File: config.mk
export PLATFORM = sky130hd
export DESIGN_NAME = circular_deque
export DESIGN_NICKNAME = d
export VERILOG_FILES = /design/src/sv/cdq_pkg.sv /design/src/sv/cdq_front.sv /design/src/sv/cdq_engine.sv /design/src/sv/circular_deque.sv
export SDC_FILE = /design/constraint.sdc
export NUM_CORES = 1
export LEC_CHECK = 0
export BUFFER_PORTS_ARGS = -buffer_cell sky130_fd_sc_hd__buf_4
export CAP_MARGIN = 10
export CORE_UTILIZATION = 62
export CTS_CLUSTER_SIZE = 28
export DETAILED_ROUTE_END_ITERATION = 8
export PLACE_DENSITY_LB_ADDON = 0.08
export SKIP_CTS_REPAIR_TIMING = 1
export SLEW_MARGIN = 0
export SYNTH_ARGS = -nofsm -noshare
export SYNTH_HDL_FRONTEND = slang
export SYNTH_SLANG_ARGS = --single-unit
File: constraint.sdc
create_clock -name clk -period 7.45 [get_ports clk]
set_input_delay 0.745 -clock clk [delete_from_list [all_inputs] [get_ports clk]]
set_output_delay 0.745 -clock clk [all_outputs]
set_load 0.05 [all_outputs]
File: src/sv/cdq_pkg.sv
`timescale 1ns / 1ps

package cdq_pkg;

  localparam int DATA_W = 32;

  // Command codes as they arrive on the request channel.
  localparam logic [2:0] CMD_PUSH_FRONT = 3'd0;
  localparam logic [2:0] CMD_PUSH_REAR  = 3'd1;
  localparam logic [2:0] CMD_POP_FRONT  = 3'd2;
  localparam logic [2:0] CMD_POP_REAR   = 3'd3;
  localparam logic [2:0] CMD_READ_ALL   = 3'd4;

  // Decoded operation kinds handed from the front end to the engine.
  localparam logic [1:0] OP_PUSH = 2'd0;
  localparam logic [1:0] OP_POP  = 2'd1;
  localparam logic [1:0] OP_READ = 2'd2;

  // Result status codes.
  localparam logic [1:0] ST_OK    = 2'd0;
  localparam logic [1:0] ST_FULL  = 2'd1;
  localparam logic [1:0] ST_EMPTY = 2'd2;

  typedef struct packed {
    logic [2:0]               cmd;
    logic signed [DATA_W-1:0] data_in;
  } req_t;

  typedef struct packed {
    logic signed [DATA_W-1:0] data_out;
    logic [1:0]               status;
    logic                     last;
  } rsp_t;

  typedef struct packed {
    logic [1:0]               kind;
    logic                     at_front;
    logic signed [DATA_W-1:0] data;
  } op_t;

endpackage

File: src/sv/cdq_front.sv
`timescale 1ns / 1ps

module cdq_front (
  input  logic          clk,
  input  logic          rst,
  input  logic          req_valid,
  output logic          req_ready,
  input  cdq_pkg::req_t req,
  output logic          op_valid,
  input  logic          op_take,
  output cdq_pkg::op_t  op
);
  import cdq_pkg::*;

  op_t        slot [2];
  logic       wr_ptr;
  logic       rd_ptr;
  logic [1:0] count;
  logic       known;
  logic       push;
  logic       pop;
  op_t        dec;

  always_comb begin
    dec          = '0;
    dec.data     = req.data_in;
    dec.at_front = 1'b0;
    known        = 1'b1;
    unique case (req.cmd)
      CMD_PUSH_FRONT: begin
        dec.kind     = OP_PUSH;
        dec.at_front = 1'b1;
      end
      CMD_PUSH_REAR: begin
        dec.kind = OP_PUSH;
      end
      CMD_POP_FRONT: begin
        dec.kind     = OP_POP;
        dec.at_front = 1'b1;
      end
      CMD_POP_REAR: begin
        dec.kind = OP_POP;
      end
      CMD_READ_ALL: begin
        dec.kind = OP_READ;
      end
      default: begin
        // Unused codes are taken and dropped without a result.
        known = 1'b0;
      end
    endcase
  end

  assign req_ready = (count != 2'd2);
  assign push      = req_valid && req_ready && known;
  assign op_valid  = (count != 2'd0);
  assign pop       = op_valid && op_take;
  assign op        = slot[rd_ptr];

  always_ff @(posedge clk) begin
    if (push) begin
      slot[wr_ptr] <= dec;
    end
  end

  always_ff @(posedge clk) begin
    if (rst) begin
      wr_ptr <= 1'b0;
      rd_ptr <= 1'b0;
      count  <= 2'd0;
    end else begin
      if (push) begin
        wr_ptr <= ~wr_ptr;
      end
      if (pop) begin
        rd_ptr <= ~rd_ptr;
      end
      if (push && !pop) begin
        count <= count + 2'd1;
      end else if (pop && !push) begin
        count <= count - 2'd1;
      end
    end
  end

endmodule

File: src/sv/cdq_engine.sv
`timescale 1ns / 1ps

module cdq_engine #(
  parameter int DEPTH = 16
) (
  input  logic          clk,
  input  logic          rst,
  input  logic          op_valid,
  output logic          op_take,
  input  cdq_pkg::op_t  op,
  output logic          rsp_valid,
  input  logic          rsp_ready,
  output cdq_pkg::rsp_t rsp
);
  import cdq_pkg::*;

  localparam int AW = $clog2(DEPTH);

  localparam logic [1:0] S_IDLE = 2'd0;
  localparam logic [1:0] S_POP  = 2'd1;
  localparam logic [1:0] S_SCAN = 2'd2;

  function automatic logic [AW-1:0] wrap_inc(input logic [AW-1:0] i);
    return (i == AW'(DEPTH - 1)) ? '0 : i + AW'(1);
  endfunction

  function automatic logic [AW-1:0] wrap_dec(input logic [AW-1:0] i);
    return (i == '0) ? AW'(DEPTH - 1) : i - AW'(1);
  endfunction

  logic [DATA_W-1:0] mem [DEPTH];
  logic [DATA_W-1:0] rdata;

  logic [1:0]    state, state_next;
  logic [AW-1:0] head, head_next;
  logic [AW-1:0] tail, tail_next;
  logic          empty, empty_next;
  logic [AW-1:0] scan, scan_next;

  logic              wr_en;
  logic [AW-1:0]     wr_addr;
  logic              rd_en;
  logic [AW-1:0]     rd_addr;
  logic              load_out;
  rsp_t              out_next;
  logic              out_free;
  logic              full;

  assign out_free = !rsp_valid || rsp_ready;
  assign full     = !empty && (head == wrap_inc(tail));

  always_comb begin
    state_next = state;
    head_next  = head;
    tail_next  = tail;
    empty_next = empty;
    scan_next  = scan;
    op_take    = 1'b0;
    wr_en      = 1'b0;
    wr_addr    = '0;
    rd_en      = 1'b0;
    rd_addr    = head;
    load_out   = 1'b0;
    out_next   = '0;
    out_next.last = 1'b1;
    unique case (state)
      S_IDLE: begin
        if (op_valid && out_free) begin
          op_take = 1'b1;
          unique case (op.kind)
            OP_PUSH: begin
              load_out = 1'b1;
              if (full) begin
                out_next.status = ST_FULL;
              end else begin
                out_next.status = ST_OK;
                wr_en = 1'b1;
                if (empty) begin
                  head_next  = '0;
                  tail_next  = '0;
                  empty_next = 1'b0;
                  wr_addr    = '0;
                end else if (op.at_front) begin
                  head_next = wrap_dec(head);
                  wr_addr   = wrap_dec(head);
                end else begin
                  tail_next = wrap_inc(tail);
                  wr_addr   = wrap_inc(tail);
                end
              end
            end
            OP_POP: begin
              if (empty) begin
                load_out        = 1'b1;
                out_next.status = ST_EMPTY;
              end else begin
                rd_en      = 1'b1;
                state_next = S_POP;
                if (head == tail) begin
                  rd_addr    = head;
                  head_next  = '0;
                  tail_next  = '0;
                  empty_next = 1'b1;
                end else if (op.at_front) begin
                  rd_addr   = head;
                  head_next = wrap_inc(head);
                end else begin
                  rd_addr   = tail;
                  tail_next = wrap_dec(tail);
                end
              end
            end
            OP_READ: begin
              if (empty) begin
                load_out        = 1'b1;
                out_next.status = ST_EMPTY;
              end else begin
                rd_en      = 1'b1;
                rd_addr    = head;
                scan_next  = head;
                state_next = S_SCAN;
              end
            end
            default: begin
              // No such kind comes out of the front end; the op is dropped.
            end
          endcase
        end
      end
      S_POP: begin
        if (out_free) begin
          load_out          = 1'b1;
          out_next.data_out = rdata;
          out_next.status   = ST_OK;
          state_next        = S_IDLE;
        end
      end
      S_SCAN: begin
        if (out_free) begin
          load_out          = 1'b1;
          out_next.data_out = rdata;
          out_next.status   = ST_OK;
          out_next.last     = (scan == tail);
          if (scan == tail) begin
            state_next = S_IDLE;
          end else begin
            scan_next = wrap_inc(scan);
            rd_en     = 1'b1;
            rd_addr   = wrap_inc(scan);
          end
        end
      end
      default: begin
        state_next = S_IDLE;
      end
    endcase
  end

  always_ff @(posedge clk) begin
    if (wr_en) begin
      mem[wr_addr] <= op.data;
    end
    if (rd_en) begin
      rdata <= mem[rd_addr];
    end
  end

  always_ff @(posedge clk) begin
    if (rst) begin
      state     <= S_IDLE;
      head      <= '0;
      tail      <= '0;
      empty     <= 1'b1;
      scan      <= '0;
      rsp_valid <= 1'b0;
    end else begin
      state <= state_next;
      head  <= head_next;
      tail  <= tail_next;
      empty <= empty_next;
      scan  <= scan_next;
      if (load_out) begin
        rsp_valid <= 1'b1;
      end else if (rsp_ready) begin
        rsp_valid <= 1'b0;
      end
    end
  end

  always_ff @(posedge clk) begin
    if (load_out) begin
      rsp <= out_next;
    end
  end

endmodule

File: src/sv/circular_deque.sv
`timescale 1ns / 1ps

// A double-ended queue of signed 32-bit words held in a circular memory of
// DEPTH entries. Each request item carries one command: push at the front,
// push at the rear, pop from the front, pop from the rear, or read out every
// entry from head to tail. Pushes, pops and empty read-outs return one
// response item each; a full read-out returns one item per stored entry with
// last set on the tail entry. Codes five to seven are accepted and dropped.
// Pushes stream at one item per cycle while responses are taken. A pop and
// a read-out go through a further state, S_POP or S_SCAN, because the
// single memory read port has a registered output and the engine handles
// one command at a time. A two-entry command queue between the decoder and
// the engine keeps the request side accepting while the engine is busy. A
// response register holds each result until it is taken; the engine moves
// on only when that register is empty or is being emptied in the same cycle,
// so a receiver that holds off stalls the engine and, once the command queue
// is full, the request side.

module circular_deque #(
  parameter int DEPTH = 16
) (
  input  logic          clk,
  input  logic          rst,
  input  logic          req_valid,
  output logic          req_ready,
  input  cdq_pkg::req_t req,
  output logic          rsp_valid,
  input  logic          rsp_ready,
  output cdq_pkg::rsp_t rsp
);
  import cdq_pkg::*;

  // Decoded commands travel from the front end to the engine.
  op_t  op;
  logic op_valid;
  logic op_take;

  cdq_front u_front (
    .clk       (clk),
    .rst       (rst),
    .req_valid (req_valid),
    .req_ready (req_ready),
    .req       (req),
    .op_valid  (op_valid),
    .op_take   (op_take),
    .op        (op)
  );

  // The engine owns the memory, the head and tail indices and the empty
  // flag, and sequences read-outs one entry per cycle while responses are taken.
  cdq_engine #(
    .DEPTH (DEPTH)
  ) u_engine (
    .clk       (clk),
    .rst       (rst),
    .op_valid  (op_valid),
    .op_take   (op_take),
    .op        (op),
    .rsp_valid (rsp_valid),
    .rsp_ready (rsp_ready),
    .rsp       (rsp)
  );

endmodule

==> flow_summary.yaml, run 1 <==
place:
  portBuffers: 75
  placed_cells: 2046
  hpwl_um: 28900
  routabilityCongestion: 0.879
  place_ws_ps: 2510
grt:
  antenna_found_initial: 0
  grt_pass1_vias: 13900
  grt_max_degree: 109
  grtUsageTotal: 0.274
  use_met2: 0.450
  gr-max-usage-layer: "met2"
  use_met3: 0.0448
  gr-total-overflow: 0
  grt_pass1_wl_um: 85700
  met1_usage: 0.379
sta:
  fin_ws_ps: 2470
  fin_setup_tns_ps: 0
  drv_slew: 0
  rsz0062_at_grt: "false"
  hold_violations: 0
  setup_violations: 0
  fmax_mhz: 201
  hold_ws_ps: 343
  skew_ps: 18.2
  period_needed_ps: 4980
  period_share: 0.668
  tightestPinTransition_ps: 1150
  slew_headroom: 0.233
detailed_routing:
  drc: 0
  dr.pass1.iters: 5
  avgViaCountPerCell: 6.32
  wl_um: 57900
  wire_per_inst_um: 26.8
  vias: 13700
  drt_iter0_markers: 1235
  ant_nets: 0
synthesis:
  netlist_instances: 1479
  synth_warnings: 0
  syn_area_per_cell_um2: 17.7
  synthArstFlopShare: 0
  synth_top_flop_cell: "edfxtp_1"
  synth_area_leader_cell: "edfxtp_1"
  yosysUniqueCellTypes: 49
  synthesis.nets: 1532
  synth_edf_count: 649
  synth_top_area_share: 0.746
  synth_area_leaders: "edfxtp_1 (75%), mux2i_1 (10%), o22ai_1 (3.1%), dfxtp_1 (1.6%), mux2_2 (1.5%)"
  ys_seq_area_frac: 0.762
  syn_area_um2: 26100
  ys_seq_elements: 670
critical_path:
  critPathArrivalTime_ps: 5290
  critPathMaxStageDelay_ps: 1080
  cpMaxStageDelayCell: "dfxtp_2"
  cpLargestDelayFamily: "flip-flops"
  setup.worst_path.class: "register to register"
  critPathMostFrequentCell: "mux2i_1"
  cp_cell_sequence: "mux2i_1, ha_1, o41a_4, nand3_2, mux2i_1, a221oi_4, buf_4, mux2i_1, o22ai_1, or4_1"
  worst_setup_path_end_kind: "register"
  cp.required_ps: 7760
  cp_max_fo: 52
  crit_buf_inv: 1
  setup.worst_path.start_class: "register"
clock_network:
  cts_tree: "built"
  cts.clk_slew.worst_paths_ps: 60
  cts_root_buf: "clkbuf_16"
  cts_sinks: 670
  cts_buffer_depth: 3
  numCtsBuffers: 68
  ctsHtreeMaxLevel: 3
  clock_latency_ps: 580
cells_and_area:
  syn_to_final_growth_pct: 12.7
  n_antenna_cell: 0
  fin_cells: 2163
  layout.nets: 1637
  drive_gt1_frac: 0.160
  final_cell_mix: "edfxtp_1 (649), mux2i_1 (268), o22ai_1 (130)"
  layout_commonest_cell: "edfxtp_1"
die:
  chipWidth_um: 207
  io_pins: 76
  core_area_um2: 41200
  fp.dieH_um: 207
  std_cell_rows: 74
  initial_utilization: 0.634
  dieArea_um2: 43000
run:
  drv_cap: 0
pwr:
  p_int_w: 0.00743
  p_sw_w: 0.00316
  power_frac_clock: 0.299
  ir_drop_v: 0.000275
  p_per_area_nw_per_um2: 360
  switching_share: 0.298
  p_comb_frac: 0.238
  p_leak_nw: 11.3
  pwr-share-seq: 0.462
hold_path:
  hold_path.class: "primary input to register"
outcome:
  outcome: "finished, final reports clean"
-- area by class of cell --
type	instances	area [um^2]
clock buffers	93	1860
clock inverters	24	184
fillers	2553	11800
inverters	18	67.6
multi-input cells	718	5920
flip-flops and latches	670	19900
well taps	532	666
repair buffers	108	836
-- power groups by stage --
stage               Sequential, W  Clock [W]  Combinational [W]
floorplan                 0.00525          0            0.00152
global placement          0.00496          0            0.00246
detailed placement        0.00497          0            0.00251
CTS                       0.00490    0.00321            0.00252
global route              0.00492    0.00335            0.00268
finish                    0.00489    0.00317            0.00252
-- Yosys cell counts (all sizes together), types with 4 or more instances --
library cell / number
clkbuf: 12
nand3: 17
xor2: 10
nand4: 4
o22ai: 130
xnor2: 9
nor4: 4
buf: 61
a211oi: 6
a21oi: 23
and2: 33
a221oi: 4
mux2i: 268
mux2: 34
or3: 8
dfxtp: 21
nor2: 50
ha: 14
or4: 33
inv: 18
nand2b: 5
o21ai: 16
edfxtp: 649
nand2: 15
-- path summary, 6_finish.rpt --
path	startpoint	end	slack [ps]	depth (start not counted)
max	register	u_engine.rdata[23]	2470	10
min reg2reg	u_engine.state[1]	u_engine.state[1]	520	2
min	req[29]	u_front.slot[1][29]	340	1
max reg2reg	register	u_engine.rdata[23]	2470	10
-- metal layers --
metal / vias up / routed length, um
li1: 6105 / -
met3: 88 / 4250
met4: 0 / 1130
met5: - / 0
met2: 521 / 28400
met1: 6957 / 24100
-- logic make-up (layout without fill, tap and decap cells) --
group	count (synthesis)	count (layout)	share of synthesized area
buf+inv	91	243	0.0186
mux	302	302	0.117
fa+ha+maj	14	14	0.00670
xor+xnor	19	19	0.00637
flops	670	670	0.762
compound gates	202	202	0.0497
simple gates	181	181	0.0394
-- stage by stage --
step / util / total power (W) / instance area (um^2)
final: 0.714 / 0.0106 / 29400
after global routing: 0.714 / 0.0110 / 29400
after CTS: 0.714 / 0.0106 / 29400
after detailed placement: 0.665 / 0.00748 / 27400
after global placement: 0.665 / 0.00742 / 27400
after floorplan: - / 0.00677 / 26100
-- sequential cells by signal, summed over array words and instances (netlist names), named ones only --
signal,cells
u_engine.mem,512
u_front.slot,70
u_engine.rsp,35
u_engine.rdata,32
u_engine.head,4
u_engine.scan,4
u_engine.tail,4
u_engine.state,2
u_front.count,2
u_engine.empty,1
u_engine.rsp_valid,1
u_front.rd_ptr,1
u_front.wr_ptr,1
Power figures use the tool's default switching activity.
==> inputs of run 2 (changes only) <==
==> constraint.sdc (replaced) <==
create_clock -name clk -period 5 [get_ports clk]
set_input_delay 0.5 -clock clk [delete_from_list [all_inputs] [get_ports clk]]
set_output_delay 0.5 -clock clk [all_outputs]
set_load 0.05 [all_outputs]
==> flow_summary.yaml, run 2 (synthesis results as in run 1) <==
place:
  routabilityCongestion: 0.837
  placed_cells: 2055
  place_ws_ps: 739
  portBuffers: 75
  hpwl_um: 31100
sta:
  drv_slew: 0
  hold_violations: 0
  fin_ws_ps: 718
  period_share: 0.856
  tightestPinTransition_ps: 1200
  fin_setup_tns_ps: 0
  skew_ps: 22.6
  rsz0062_at_grt: "false"
  setup_violations: 0
  period_needed_ps: 4280
  slew_headroom: 0.197
  fmax_mhz: 234
clock_network:
  cts_sinks: 670
  ctsHtreeMaxLevel: 3
  numCtsBuffers: 66
  cts.clk_slew.worst_paths_ps: 60
  cts_buffer_depth: 3
  clock_latency_ps: 590
  cts_tree: "built"
  cts_root_buf: "clkbuf_16"
die:
  dieArea_um2: 43000
  std_cell_rows: 74
  chipWidth_um: 207
  fp.dieH_um: 207
  io_pins: 76
  initial_utilization: 0.634
  core_area_um2: 41200
cells_and_area:
  syn_to_final_growth_pct: 12.8
  final_cell_mix: "edfxtp_1 (649), mux2i_1 (268), o22ai_1 (130)"
  largest_reg_flops: 512
  fin_util: 0.715
  top_register: "u_engine.mem"
  seqCellArea_um2: 19900
  n_antenna_cell: 0
  fillers: 2562
  layout_commonest_cell: "edfxtp_1"
  multi_input_area_um2: 5920
  layout.nets: 1644
  fin_cells: 2164
  largestRegisters: "u_engine.mem (512), u_front.slot (70), u_engine.rsp (35)"
  drive_gt1_frac: 0.167
pwr:
  finalPower_w: 0.0156
  p_per_area_nw_per_um2: 530
  p_leak_nw: 11.3
  ir_drop_v: 0.000437
detailed_routing:
  routed.top_layer: "met4"
  wl_um: 56600
  wire_per_inst_um: 26.2
  wl_met1_um: 24700
  wl_met3_um: 3890
  ant_nets: 0
  avgViaCountPerCell: 6.29
  drc: 0
  drt_iter0_markers: 1257
  vias: 13600
  wl_met2_um: 26400
  dr.pass1.iters: 5
run:
  drv_cap: 0
critical_path:
  setup.worst_path.start_class: "register"
  crit_buf_inv: 1
  worst_setup_path_end_kind: "register"
  critPathMaxStageDelay_ps: 570
  cp_cell_sequence: "ha_1, xor2_1, xnor2_1, or4_1, a21oi_1, nor2_1, nand2_1, a21oi_1, nor2_4, buf_4"
  cpMaxStageDelayCell: "dfxtp_1"
  critPathArrivalTime_ps: 4510
  cpLargestDelayFamily: "simple AND/OR/NAND/NOR gates"
  critPathMostFrequentCell: "a21oi_1"
  setup.worst_path.class: "register to register"
  cp.required_ps: 5230
  cp_max_fo: 21
grt:
  grtUsageTotal: 0.268
  grt_pass1_vias: 13800
  gr-total-overflow: 0
  antenna_found_initial: 0
  grt_max_degree: 82
  grt_pass1_wl_um: 84300
outcome:
  outcome: "finished, final reports clean"
hold_path:
  hold_path.class: "primary input to register"
==> run 2: stage by stage <==
step	area [um^2]	hold slack [ps]
after floorplan	26100	472
after global placement	27500	484
after detailed placement	27500	494
after CTS	29500	68.0
after global routing	29500	72.2
final	29500	93.6
==> run 2: worst paths after layout <==
| check | startpoint | cells past startpoint | slack (ps) | endpoint |
|---|---|---|---|---|
| setup / recovery | u_engine.tail[0] | 10 | 720 | u_engine.mem[8][15] |
| hold / removal | req[27] | 1 | 90 | u_front.slot[0][27] |
| setup reg to reg | u_engine.tail[0] | 10 | 720 | u_engine.mem[8][15] |
| hold reg to reg | u_front.count[1] | 2 | 510 | u_front.count[1] |
==> run 2: power breakdown <==
part | switching, W | internal [W] | total [W] | leakage (nW)
combinational | 0.00258 | 0.00128 | 0.00385 | 4.31
clock | 0.00196 | 0.00256 | 0.00453 | 0.949
sequential | 0.000157 | 0.00708 | 0.00723 | 6.05
total | 0.00470 | 0.0109 | 0.0156 | 11.3
==> run 2: worst register-to-register path, stage by stage (launching register included) <==
cell     delay [ps]
dfxtp_1         570
ha_1            350
xor2_1          360
xnor2_1         100
or4_1           540
a21oi_1         480
nor2_1          150
nand2_1         170
a21oi_1         190
nor2_4          540
buf_4           470
==> run 2: cell type report <==
| cell class | instances | share of cell area |
|---|---|---|
| Timing Repair Buffer | 117 | 0.0328 |
| Inverter | 18 | 0.00229 |
| Clock buffer | 83 | 0.0604 |
| Multi-Input combinational cell | 718 | 0.201 |
| Tap cell | 532 | 0.0226 |
| Clock inverter | 26 | 0.00535 |
| Sequential cell | 670 | 0.676 |
==> run 2: layer usage <==
metal | GRT usage | up-vias
met5 | 0 | -
met4 | 0.0932 | 0
met3 | 0.0478 | 116
met2 | 0.420 | 525
met1 | 0.385 | 6859
li1 | - | 6115
